$ cat src/sv/wsd_pkg.sv
// Shared types and constants of the WebSocket frame deframer.
`timescale 1ns / 1ps
package wsd_pkg;

    localparam logic [15:0] RESET_MAX_PAYLOAD = 16'd10240;
    localparam logic [3:0]  OP_CLOSE          = 4'h8;
    localparam logic [3:0]  OP_PING           = 4'h9;
    localparam logic [3:0]  OP_DATA_RSV_LO    = 4'd3;
    localparam logic [3:0]  OP_DATA_RSV_HI    = 4'd7;
    localparam logic [3:0]  OP_CTRL_RSV_LO    = 4'd11;
    localparam logic [3:0]  OP_CTRL_RSV_HI    = 4'd15;
    localparam logic [6:0]  CTRL_MAX_LEN      = 7'd125;
    localparam logic [6:0]  LEN_CODE16        = 7'd126;
    localparam logic [6:0]  LEN_CODE64        = 7'd127;
    localparam logic [2:0]  EXT16_BYTES       = 3'd2;
    localparam logic [2:0]  EXT64_BYTES       = 3'd0;   // eight bytes, counter wraps
    localparam logic [2:0]  KEY_BYTES         = 3'd4;

    typedef enum logic [2:0] {
        PH_HDR0  = 3'd0,
        PH_HDR1  = 3'd1,
        PH_EXT16 = 3'd2,
        PH_EXT64 = 3'd3,
        PH_KEY   = 3'd4,
        PH_DATA  = 3'd5
    } phase_t;

    typedef enum logic [1:0] {
        REPLY_NONE  = 2'd0,
        REPLY_PONG  = 2'd1,
        REPLY_CLOSE = 2'd2
    } reply_t;

    // One queued result: raw byte plus the key byte it is unmasked with.
    typedef struct packed {
        logic       has_byte;
        logic [7:0] data;
        logic [7:0] key;
        logic       eof;
        logic [3:0] opcode;
        logic       fin;
        reply_t     reply;
        logic       status;
    } act_t;

endpackage

$ cat src/sv/wsd_front.sv
// Header parser: tracks frame phase, length and key, and queues at most one result per byte.
`timescale 1ns / 1ps
module wsd_front (
    input  logic          clk,
    input  logic          rst_n,
    input  logic          cfg_we,
    input  logic [15:0]   cfg_data,
    input  logic          acc,
    input  logic [7:0]    rx_byte,
    output logic          push,
    output wsd_pkg::act_t act
);
    import wsd_pkg::*;

    phase_t      phase_reg, phase_next;
    logic        fin_reg, fin_next;
    logic [3:0]  opcode_reg, opcode_next;
    logic        mask_reg, mask_next;
    logic [2:0]  idx_reg, idx_next;
    logic [31:0] key_reg, key_next;
    logic [63:0] rem_reg, rem_next;
    logic        halted_reg, halted_next;
    logic [15:0] max_payload_reg;

    // decisions for the result builder
    logic        do_fail, do_finish, do_emit, res_has;
    logic [7:0]  res_key;
    reply_t      res_reply;

    logic        len_done, pay_start;
    logic [63:0] rem_dec;

    always_comb
    begin
        phase_next  = phase_reg;
        fin_next    = fin_reg;
        opcode_next = opcode_reg;
        mask_next   = mask_reg;
        idx_next    = idx_reg;
        key_next    = key_reg;
        rem_next    = rem_reg;
        halted_next = halted_reg;
        do_fail     = 1'b0;
        do_finish   = 1'b0;
        do_emit     = 1'b0;
        res_has     = 1'b0;
        res_key     = 8'd0;
        len_done    = 1'b0;
        pay_start   = 1'b0;
        rem_dec     = (rem_reg != 64'd0) ? rem_reg - 64'd1 : 64'd0;

        if (acc && !halted_reg)
        begin
            case (phase_reg)
                PH_HDR1:
                begin
                    mask_next = rx_byte[7];
                    key_next  = 32'd0;
                    idx_next  = 3'd0;
                    rem_next  = 64'd0;
                    if (opcode_reg >= OP_CLOSE && rx_byte[6:0] > CTRL_MAX_LEN)
                        do_fail = 1'b1;
                    else if (rx_byte[6:0] == LEN_CODE16)
                        phase_next = PH_EXT16;
                    else if (rx_byte[6:0] == LEN_CODE64)
                        phase_next = PH_EXT64;
                    else
                    begin
                        rem_next = {57'd0, rx_byte[6:0]};
                        len_done = 1'b1;
                    end
                end
                PH_EXT16, PH_EXT64:
                begin
                    rem_next = {rem_reg[55:0], rx_byte};
                    idx_next = idx_reg + 3'd1;
                    if (idx_next == ((phase_reg == PH_EXT16) ? EXT16_BYTES : EXT64_BYTES))
                    begin
                        idx_next = 3'd0;
                        len_done = 1'b1;
                    end
                end
                PH_KEY:
                begin
                    key_next = {key_reg[23:0], rx_byte};
                    idx_next = idx_reg + 3'd1;
                    if (idx_next >= KEY_BYTES)
                        pay_start = 1'b1;
                end
                PH_DATA:
                begin
                    case (idx_reg[1:0])
                        2'd0:    res_key = key_reg[31:24];
                        2'd1:    res_key = key_reg[23:16];
                        2'd2:    res_key = key_reg[15:8];
                        default: res_key = key_reg[7:0];
                    endcase
                    res_has  = 1'b1;
                    idx_next = {1'b0, idx_reg[1:0] + 2'd1};
                    rem_next = rem_dec;
                    if (rem_dec == 64'd0)
                        do_finish = 1'b1;
                    else
                        do_emit = 1'b1;
                end
                default:
                begin
                    // first header byte; unused phase codes land here too
                    fin_next    = rx_byte[7];
                    opcode_next = rx_byte[3:0];
                    mask_next   = 1'b0;
                    idx_next    = 3'd0;
                    key_next    = 32'd0;
                    rem_next    = 64'd0;
                    if (rx_byte[6:4] != 3'd0)
                        do_fail = 1'b1;
                    else if (opcode_next inside {[OP_DATA_RSV_LO:OP_DATA_RSV_HI],
                                                 [OP_CTRL_RSV_LO:OP_CTRL_RSV_HI]})
                        do_fail = 1'b1;
                    else if (opcode_next >= OP_CLOSE && !rx_byte[7])
                        do_fail = 1'b1;
                    else
                        phase_next = PH_HDR1;
                end
            endcase

            if (len_done)
            begin
                if (rem_next > {48'd0, max_payload_reg})
                    do_fail = 1'b1;
                else if (mask_next)
                begin
                    phase_next = PH_KEY;
                    idx_next   = 3'd0;
                    key_next   = 32'd0;
                end
                else
                    pay_start = 1'b1;
            end

            if (pay_start)
            begin
                idx_next = 3'd0;
                if (rem_next == 64'd0)
                    do_finish = 1'b1;
                else
                    phase_next = PH_DATA;
            end

            if (do_fail)
            begin
                halted_next = 1'b1;
                phase_next  = PH_HDR0;
            end

            if (do_finish)
            begin
                phase_next = PH_HDR0;
                idx_next   = 3'd0;
                if (fin_next && opcode_next == OP_CLOSE)
                    halted_next = 1'b1;
            end
        end
    end

    // reply for a completed frame
    always_comb
    begin
        res_reply = REPLY_NONE;
        if (fin_next && opcode_next == OP_CLOSE)
            res_reply = REPLY_CLOSE;
        else if (fin_next && opcode_next == OP_PING)
            res_reply = REPLY_PONG;
    end

    // result builder
    always_comb
    begin
        push         = do_fail || do_finish || do_emit;
        act.has_byte = res_has && !do_fail;
        act.data     = (res_has && !do_fail) ? rx_byte : 8'd0;
        act.key      = (res_has && !do_fail) ? res_key : 8'd0;
        act.eof      = do_finish;
        act.opcode   = opcode_next;
        act.fin      = fin_next;
        act.reply    = do_finish ? res_reply : REPLY_NONE;
        act.status   = do_fail;
    end

    always_ff @(posedge clk or negedge rst_n)
    begin
        if (!rst_n)
        begin
            phase_reg       <= PH_HDR0;
            fin_reg         <= 1'b0;
            opcode_reg      <= 4'd0;
            mask_reg        <= 1'b0;
            idx_reg         <= 3'd0;
            key_reg         <= 32'd0;
            rem_reg         <= 64'd0;
            halted_reg      <= 1'b0;
            max_payload_reg <= RESET_MAX_PAYLOAD;
        end
        else
        begin
            phase_reg  <= phase_next;
            fin_reg    <= fin_next;
            opcode_reg <= opcode_next;
            mask_reg   <= mask_next;
            idx_reg    <= idx_next;
            key_reg    <= key_next;
            rem_reg    <= rem_next;
            halted_reg <= halted_next;
            if (cfg_we)
                max_payload_reg <= cfg_data;
        end
    end

endmodule

$ cat src/sv/wsd_queue.sv
// Two-entry queue between the parser and the output stage.
`timescale 1ns / 1ps
module wsd_queue (
    input  logic          clk,
    input  logic          rst_n,
    input  logic          push,
    input  wsd_pkg::act_t wr_item,
    input  logic          pop,
    output wsd_pkg::act_t rd_item,
    output logic          empty,
    output logic          full
);
    import wsd_pkg::*;

    act_t       mem_reg [2];
    logic       wr_ptr_reg, rd_ptr_reg;
    logic [1:0] count_reg, count_next;

    assign empty   = (count_reg == 2'd0);
    assign full    = (count_reg == 2'd2);
    assign rd_item = mem_reg[rd_ptr_reg];

    always_comb
    begin
        count_next = count_reg;
        if (push && !pop)
            count_next = count_reg + 2'd1;
        else if (pop && !push)
            count_next = count_reg - 2'd1;
    end

    always_ff @(posedge clk or negedge rst_n)
    begin
        if (!rst_n)
        begin
            wr_ptr_reg <= 1'b0;
            rd_ptr_reg <= 1'b0;
            count_reg  <= 2'd0;
        end
        else
        begin
            count_reg <= count_next;
            if (push)
                wr_ptr_reg <= ~wr_ptr_reg;
            if (pop)
                rd_ptr_reg <= ~rd_ptr_reg;
        end
    end

    always_ff @(posedge clk)
    begin
        if (push)
            mem_reg[wr_ptr_reg] <= wr_item;
    end

endmodule

$ cat src/sv/wsd_back.sv
// Output stage: unmasks the queued byte and holds the result until taken.
`timescale 1ns / 1ps
module wsd_back (
    input  logic          clk,
    input  logic          rst_n,
    input  wsd_pkg::act_t item,
    input  logic          empty,
    output logic          pop,
    output logic          out_valid,
    input  logic          out_stall,
    output logic          has_byte,
    output logic [7:0]    payload_byte,
    output logic          end_of_frame,
    output logic [3:0]    frame_opcode,
    output logic          frame_fin,
    output logic [1:0]    reply,
    output logic          status
);
    import wsd_pkg::*;

    logic       valid_reg;
    logic       has_reg, eof_reg, fin_reg, status_reg;
    logic [7:0] byte_reg;
    logic [3:0] opcode_reg;
    reply_t     reply_reg;

    assign pop = !empty && (!valid_reg || !out_stall);

    always_ff @(posedge clk or negedge rst_n)
    begin
        if (!rst_n)
            valid_reg <= 1'b0;
        else if (!valid_reg || !out_stall)
            valid_reg <= !empty;
    end

    always_ff @(posedge clk)
    begin
        if (pop)
        begin
            has_reg    <= item.has_byte;
            byte_reg   <= item.data ^ item.key;
            eof_reg    <= item.eof;
            opcode_reg <= item.opcode;
            fin_reg    <= item.fin;
            reply_reg  <= item.reply;
            status_reg <= item.status;
        end
    end

    assign out_valid    = valid_reg;
    assign has_byte     = has_reg;
    assign payload_byte = byte_reg;
    assign end_of_frame = eof_reg;
    assign frame_opcode = opcode_reg;
    assign frame_fin    = fin_reg;
    assign reply        = reply_reg;
    assign status       = status_reg;

endmodule

$ cat src/sv/websocket_frame_deframer.sv
// Top level of the WebSocket receive deframer: parser, queue and output stage.
//
//  channel  | handshake            | payload
//  ---------+----------------------+------------------------------------------
//  input    | in_valid / in_stall  | rx_byte
//  output   | out_valid/ out_stall | has_byte payload_byte end_of_frame
//           |                      | frame_opcode frame_fin reply status
//  config   | cfg_we               | cfg_data (max_payload)
//
// One byte per cycle sustained while the output is not stalled. The parser
// updates its frame state in the cycle a byte is taken; its result enters
// the queue at the edge that takes the byte and the output register when free.
// in_stall rises only when the two-entry queue is full, i.e. when the output
// has been stalled long enough to back up the queue.
// Reset (rst_n low, asynchronous) clears the parse state, the queue and the
// output valid, and loads max_payload with 10240. No clearing pass is needed.
// After a close frame or an invalid frame, bytes are still taken but dropped
// until reset.
`timescale 1ns / 1ps
module websocket_frame_deframer (
    input  logic        clk,
    input  logic        rst_n,
    input  logic        cfg_we,
    input  logic [15:0] cfg_data,
    input  logic        in_valid,
    output logic        in_stall,
    input  logic [7:0]  rx_byte,
    output logic        out_valid,
    input  logic        out_stall,
    output logic        has_byte,
    output logic [7:0]  payload_byte,
    output logic        end_of_frame,
    output logic [3:0]  frame_opcode,
    output logic        frame_fin,
    output logic [1:0]  reply,
    output logic        status
);
    import wsd_pkg::*;

    act_t front_item, queue_item;
    logic acc, push, pop, q_empty, q_full;

    // a byte is taken whenever the queue has room, even if it makes no result
    assign in_stall = q_full;
    assign acc      = in_valid && !q_full;

    wsd_front u_front (
        .clk      (clk),
        .rst_n    (rst_n),
        .cfg_we   (cfg_we),
        .cfg_data (cfg_data),
        .acc      (acc),
        .rx_byte  (rx_byte),
        .push     (push),
        .act      (front_item)
    );

    wsd_queue u_queue (
        .clk     (clk),
        .rst_n   (rst_n),
        .push    (push),
        .wr_item (front_item),
        .pop     (pop),
        .rd_item (queue_item),
        .empty   (q_empty),
        .full    (q_full)
    );

    wsd_back u_back (
        .clk          (clk),
        .rst_n        (rst_n),
        .item         (queue_item),
        .empty        (q_empty),
        .pop          (pop),
        .out_valid    (out_valid),
        .out_stall    (out_stall),
        .has_byte     (has_byte),
        .payload_byte (payload_byte),
        .end_of_frame (end_of_frame),
        .frame_opcode (frame_opcode),
        .frame_fin    (frame_fin),
        .reply        (reply),
        .status       (status)
    );

endmodule

$ cat config.mk
export PLATFORM = sky130hd
export DESIGN_NAME = websocket_frame_deframer
export DESIGN_NICKNAME = d
export VERILOG_FILES = /design/src/sv/wsd_pkg.sv /design/src/sv/wsd_front.sv /design/src/sv/wsd_queue.sv /design/src/sv/wsd_back.sv /design/src/sv/websocket_frame_deframer.sv
export SDC_FILE = /design/constraint.sdc
export NUM_CORES = 1
export LEC_CHECK = 0
export BUFFER_PORTS_ARGS = -buffer_cell sky130_fd_sc_hd__buf_2
export CAP_MARGIN = 20
export CELL_PAD_IN_SITES_DETAIL_PLACEMENT = 0
export CELL_PAD_IN_SITES_GLOBAL_PLACEMENT = 1
export CORE_ASPECT_RATIO = 2
export CORE_MARGIN = 2
export CORE_UTILIZATION = 45
export CTS_BUF_LIST = sky130_fd_sc_hd__clkbuf_2 sky130_fd_sc_hd__clkbuf_4 sky130_fd_sc_hd__clkbuf_8
export CTS_CLUSTER_DIAMETER = 100
export DETAILED_ROUTE_END_ITERATION = 6
export PLACE_DENSITY_LB_ADDON = 0.1
export SYNTH_ARGS = -nofsm -noshare
export SYNTH_HDL_FRONTEND = slang
export SYNTH_SLANG_ARGS = --single-unit
export TNS_END_PERCENT = 50
$ cat constraint.sdc
create_clock -name clk -period 5.8 [get_ports clk]
set_clock_uncertainty 0.1 [all_clocks]
set_input_delay 1.16 -clock clk [delete_from_list [all_inputs] [get_ports clk]]
set_output_delay 1.16 -clock clk [all_outputs]
set_load 0.01 [all_outputs]
==> results of run 1 <==
==> placed cells by master (no fill, tap or decap), drive strengths merged, types with 18 or more instances in the layout <==
master / instances
xnor2: 34
nor4: 53
ha: 24
clkbuf: 18
inv: 50
nor3: 49
a22o: 38
a22oi: 31
nand4: 28
or4: 20
edfxtp: 70
nand3: 30
dfrtp: 128
mux2: 19
nand2: 142
buf: 147
nor2: 96
xor2: 26
a21oi: 53
o21ai: 105
==> metal layers <==
layer | vias up | GRT usage [%]
met5 | - | 0
met3 | 217 | 5.54
met1 | 5381 | 33.5
li1 | 4969 | -
met4 | 0 | 28.9
met2 | 533 | 58.8
==> cell families after synthesis <==
kind of cell             share of synthesized area (%)
flip-flops                                        43.5
buffers and inverters                             5.23
adder cells (fa/ha/maj)                           2.44
multiplexers                                      1.90
AND/OR/NAND/NOR                                   23.6
XOR/XNOR                                          4.26
AO/OA/AOI/OAI                                     19.1
==> worst register-to-register path: cells and delay by family (launching register included) <==
kind | cells | cell delay [ps]
AOI/OAI and AO/OA | 3 | 860
xor gates and xnor gates | 2 | 460
adders and majority gates | 2 | 650
buffers and inverters | 2 | 400
DFF | 1 | 470
and+or+nand+nor | 7 | 2450
==> power breakdown <==
| part | internal, mW | total, mW | switching, mW |
|---|---|---|---|
| combinational | 1.16 | 3.28 | 2.12 |
| clock | 0.335 | 0.930 | 0.596 |
| sequential | 1.84 | 2.24 | 0.393 |
==> area by class of cell <==
type | count | area (um^2)
antenna | 1 | 2.50
clock buffer | 18 | 248
clock inverter | 14 | 150
fill | 2547 | 13200
inverter | 42 | 158
multi-input combinational | 958 | 6370
sequential | 200 | 5360
tap | 348 | 435
timing repair buffer | 147 | 1040
==> worst min-delay path by stage <==
stage | end | slack, ps | cells after the start
floorplan | u_front.halted_reg | 360 | 1
global placement | u_back.out_valid | 370 | 2
detailed placement | u_back.out_valid | 380 | 2
CTS | u_back.out_valid | 410 | 2
global route | u_front.key_reg[30] | 420 | 1
finish | u_back.out_valid | 410 | 2
==> timing repair <==
action                                  4_1_cts  5_1_grt
setup buffers                                 0        0
hold endpoints to repair                      0        0
endpoints found under the setup margin        0       94
hold buffers                                  0        0
gates resized for setup                       0        4
==> summary.md, run 1 <==
| Metric | Value |
|---|---|
| Hold Crit Class | register to register |
| Leakage | 5.43 nW |
| Sink Count | 200 |
| Startpoint Class | register |
| Worst skew pair latency | 540 ps |
| Critical Path, Cell by Cell | inv_1 > ha_1 > nor4b_4 > nand2_1 > buf_4 > or4_1 > nor4b_1 > xor2_1 > nand4b_1 > nor4_2 > o211ai_2 > o22a_1 > o31a_4 > ha_1 > nor2_1 > xor2_1 |
| #FFs+latches synth | 200 |
| CP Depth | 16 |
| Crit path kind | register to register |
| Ports | 49 |
| Pwr Density | 469 mW/mm^2 |
| Largest net degree at the start of global routing | 96 |
| Die W | 121 um |
| Most common flop cell mapped by yosys | dfrtp_1 |
| Area after DPL | 0.0133 mm^2 |
| Routed wl met2 | 24.5 mm |
| Starting Density | 45.8% |
| Antenna Nets Post-Route | 0 |
| Crit path DAT | 5820 ps |
| Worst-margin pin slew | 1140 ps |
| Synth top cells by count | 141 x nand2_1, 128 x dfrtp_1, 102 x o21ai_0 |
| Synthesized area | 0.0123 mm^2 |
| Total congestion overflow | 0 |
| DR WL met3 | 2.31 mm |
| Clk root buf | clkbuf_8 |
| Max Slew Vio Count | 0 |
| Outcome | finished clean |
| Mean Syn Cell Area | 9.39 um^2 |
| CP required | 6170 ps |
| Hpwl dp | 35.6 mm |
| Register area share after synthesis | 43.5% |
| CP Capture Type | register |
| Met1 wire length | 15.9 mm |
| Htree depth | 4 |
| Crit share post-route | 94.0% |
| Die area | 0.0288 mm^2 |
| Relative slew slack | 23.9% |
| Final Cell Area | 0.0138 mm^2 |
| CP delay by family, top | simple AND/OR/NAND/NOR gates |
| Peak VDD IR | 0.185 mV |
| DR pass1 iterations | 6 |
| R2R Setup Slk | 350 ps |
| Top post-synthesis cells by area | dfrtp_1 26%, edfxtp_1 17%, nand2_1 4.3% |
| Worst-path clk slew | 110 ps |
| Most common cell in the netlist | nand2_1 |
| Rows | 85 |
| Largest area contributor in the netlist | dfrtp_1 |
| Syn nets | 1366 |
| Fraction of layout cells with a size suffix above 1 | 19.4% |
| Syn Inst Count | 1313 |
| First-pass GRT wire length | 70.3 mm |
| Via count | 11100 |
| Hold Fails Final Rpt | 0 |
| Post-route insts no fill | 1728 |
| Reg2reg start | u_front.rem_reg[0] |
| Initial antenna violation count | 1 |
| Longest Clk Path Bufs | 2 |
| Die extent in y | 238 um |
| Setup WS post-layout | 349 ps |
| Max Cap Viol | 0 |
| CP endpoint | u_queue.count_reg[1] |
| CTS buffer count | 17 |
| Global Route Usage Sum | 33.5% |
| Endpoints failing setup | 0 |
| Final WL | 47.5 mm |
| Hold wc startpoint | u_back.out_valid |
| Tot Pwr | 6.45 mW |
| EDFF count, synth | 70 |
| Max reg flops | 64 |
| CP max-delay cell | or4_1 |
| Core area | 0.0269 mm^2 |
| Syn. warnings | 0 |
| Vias in the first global route | 11100 |
| Detailed-route wire length per cell | 27.5 um |
| Achievable frequency | 0.183 GHz |
| Post-route DRC | 0 |
| Post-layout nets | 1419 |
| Top routing layer in use | met4 |
| Max incr delay on CP | 740 ps |
| CTS tree | built |
| Post-synth top area share | 26.0% |
| # placed instances | 1695 |
| Final core utilization | 51.1% |
| CP startpoint | u_front.rem_reg[0] |
| Ys async rst share | 65.0% |
| Unique masters post-synth | 93 |
| Crit Path Max Fanout | 12 |
| RSZ-0062 raised after global routing | no |
| Via density | 6.42 |
| Buf/Inv on CP | 2 |
| Min Tclk post-route | 5450 ps |
| Pre-CTS setup slack | 301 ps |
| Layout area overhead | 11.6% |
| Port bufs | 48 |
| R2R depth | 16 |
| Setup TNS | 0 ps |
| RR Endpoint | u_queue.count_reg[1] |
| Hold slack | 411 ps |
| DRT iter0 DRCs | 957 |
| Final GP Congestion | 1.04 |
Power figures use the tool's default switching activity.
==> run 2, diff against run 1 <==
--- a/config.mk
+++ b/config.mk
@@ -11,7 +11,7 @@
 export CELL_PAD_IN_SITES_GLOBAL_PLACEMENT = 1
 export CORE_ASPECT_RATIO = 2
 export CORE_MARGIN = 2
-export CORE_UTILIZATION = 45
+export CORE_UTILIZATION = 46
 export CTS_BUF_LIST = sky130_fd_sc_hd__clkbuf_2 sky130_fd_sc_hd__clkbuf_4 sky130_fd_sc_hd__clkbuf_8
 export CTS_CLUSTER_DIAMETER = 100
 export DETAILED_ROUTE_END_ITERATION = 6
==> summary.md, run 2 (synthesis results as in run 1) <==
| Metric | Value |
|---|---|
| Post-layout nets | 1408 (-0.78%) |
| Vias in the first global route | 11100 (+0.45%) |
| Clk root buf | clkbuf_8 |
| # placed instances | 1680 (-0.88%) |
| Hold slack | 411 ps (-0.361 ps) |
| Post-route insts no fill | 1713 (-0.87%) |
| Hold Fails Final Rpt | 0 (unchanged) |
| Global Route Usage Sum | 33.0% (-0.47 points) |
| Max Cap Viol | 0 (unchanged) |
| Outcome | finished clean |
| Crit Path Max Fanout | 26 (+14) |
| Global-route met2 utilization | 59.5% (+0.63 points) |
| PostCTS Resize Cnt | 0 (unchanged) |
| Fraction of layout cells with a size suffix above 1 | 18.8% (-0.65 points) |
| Critical Path, Cell by Cell | nor4_4 > nand4_4 > nor4_4 > buf_4 > a21oi_2 > a21o_1 > a21oi_1 > inv_1 > ha_1 > nand4_1 > or2_2 > nor4_2 > nor2_1 > a21oi_1 > buf_4 > nand2_1 > o21a_1 > nor3_1 > o31a_4 > nor2b_2 > buf_12 |
| Core area | 0.0264 mm^2 (-2.0%) |
| Max reg flops | 64 (unchanged) |
| Commonest non-fill, non-tap cell in the layout | nand2_1 |
| Tot Pwr | 6.35 mW (-1.5%) |
| Buf/Inv on CP | 4 (+2) |
| Initial antenna violation count | 0 (-1) |
| Antenna Nets Post-Route | 0 (unchanged) |
| CTS buffer count | 17 (unchanged) |
| Area after DPL | 0.0132 mm^2 (-0.84%) |
| Max Slew Vio Count | 0 (unchanged) |
| Total congestion overflow | 0 (unchanged) |
| Crit share post-route | 94.6% (+0.62 points) |
| Hold Buf Count CTS | 0 (unchanged) |
| Met3 Usage GRT | 4.87% (-0.68 points) |
| Largest net degree at the start of global routing | 94 (-2.1%) |
| Via count | 11000 (-0.80%) |
| GRT Max-Usage Layer | met2 |
| Die area | 0.0282 mm^2 (-2.1%) |
| Achievable frequency | 0.182 GHz (-0.65%) |
| Crit path kind | register to register |
| Max incr delay on CP | 540 ps (-200 ps) |
| Met1 Track Usage GR | 33.3% (-0.16 points) |
| Crit path DAT | 5620 ps (-200 ps) |
| Leakage | 5.37 nW (-1.1%) |
| Layout area overhead | 10.6% |
| Postcts setup bufs | 0 (unchanged) |
| CP Capture Type | register |
| Worst-path clk slew | 120 ps (about the same) |
| Pwr Density | 465 mW/mm^2 (-0.71%) |
| Rows | 84 (-1.2%) |
| Fillers | 2493 (-2.1%) |
| Most frequent cells in the layout | 141 x nand2_1, 128 x dfrtp_1, 102 x o21ai_0 |
| Via density | 6.43 (about the same) |
| Detailed-route wire length per cell | 26.8 um (-2.2%) |
| DRT iter0 DRCs | 1017 (+6.3%) |
| Startpoint Class | register |
| Sink Count | 200 (unchanged) |
| Min Tclk post-route | 5490 ps (+35.7 ps) |
| CP required | 5930 ps (-240 ps) |
| Relative slew slack | 25.7% (+1.8 points) |
| Ports | 49 (unchanged) |
| Peak VDD IR | 0.175 mV (-5.5%) |
| Port bufs | 48 (unchanged) |
| Post-route DRC | 0 (unchanged) |
| Die W | 120 um (-1.1%) |
| First-pass GRT wire length | 69.2 mm (-1.5%) |
| Hold Crit Class | register to register |
| Final WL | 46.0 mm (-3.1%) |
| Worst skew pair latency | 530 ps (about the same) |
| Hpwl dp | 34.6 mm (-2.8%) |
| Htree depth | 4 (unchanged) |
| Starting Density | 46.7% (+0.91 points) |
| CP max-delay cell | dfrtp_1 |
| Die extent in y | 236 um (-1.1%) |
| DR pass1 iterations | 6 (unchanged) |
| CTS tree | built |
| Final Cell Area | 0.0136 mm^2 (-0.84%) |
| Final GP Congestion | 0.987 (-4.7%) |
| Endpoints failing setup | 0 (unchanged) |
| Worst-margin pin slew | 1110 ps (-26.9 ps) |
| Longest Clk Path Bufs | 2 (unchanged) |
| CP delay by family, top | simple AND/OR/NAND/NOR gates |
## run 2: layout make-up
type | instances | area, um^2 | area share (%)
Antenna cell | 1 | 2.50 | 0.0183
Clock buffer | 17 | 234 | 1.72
Clock inverter | 15 | 161 | 1.18
Inverter | 42 | 158 | 1.16
Multi-Input combinational cell | 958 | 6370 | 46.7
Sequential cell | 200 | 5360 | 39.3
Tap cell | 344 | 430 | 3.16
Timing Repair Buffer | 136 | 932 | 6.83
## run 2: worst paths after layout
kind / startpoint / endpoint / slack, ps / cells after the start
max in group asynchronous: rst_n / u_front.max_payload_reg[3] / 3890 / 2
max: u_front.rem_reg[52] / u_queue.mem_reg[0][23] / 310 / 21
min: u_back.out_valid / u_back.out_valid / 410 / 2
min reg2reg: u_back.out_valid / u_back.out_valid / 410 / 2
max reg2reg: u_front.rem_reg[52] / u_queue.mem_reg[0][23] / 310 / 21
min in group asynchronous: rst_n / u_front.key_reg[29] / 630 / 1
## run 2: stage by stage
step,utilization (%),TNS [ps],setup slack [ps]
after floorplan,-,0,357
after global placement,50.1,0,248
after detailed placement,50.1,0,284
after CTS,51.6,0,216
after global routing,51.7,-119,-13.2
final,51.7,0,313
## run 2: report_power, final
group / internal, mW / switching [mW]
combinational: 1.11 / 2.06
sequential: 1.84 / 0.409
clock: 0.329 / 0.602
total: 3.28 / 3.07
## run 2: worst register-to-register path, stage by stage, from the launching register on
cell and delay [ps]:
dfrtp_1 540, nor4_4 470, nand4_4 210, nor4_4 320, buf_4 180, a21oi_2 150
a21o_1 200, a21oi_1 280, inv_1 80, ha_1 300, nand4_1 90, or2_2 320
nor4_2 340, nor2_1 70, a21oi_1 200, buf_4 180, nand2_1 70, o21a_1 210
nor3_1 240, o31a_4 220, nor2b_2 200, buf_12 200
## run 2: routing by layer
metal | part of all wire [%] | up-vias
met4 | 9.1 | 0
li1 | - | 4953
met1 | 34 | 5358
met5 | 0 | -
met3 | 4.5 | 196
met2 | 53 | 504
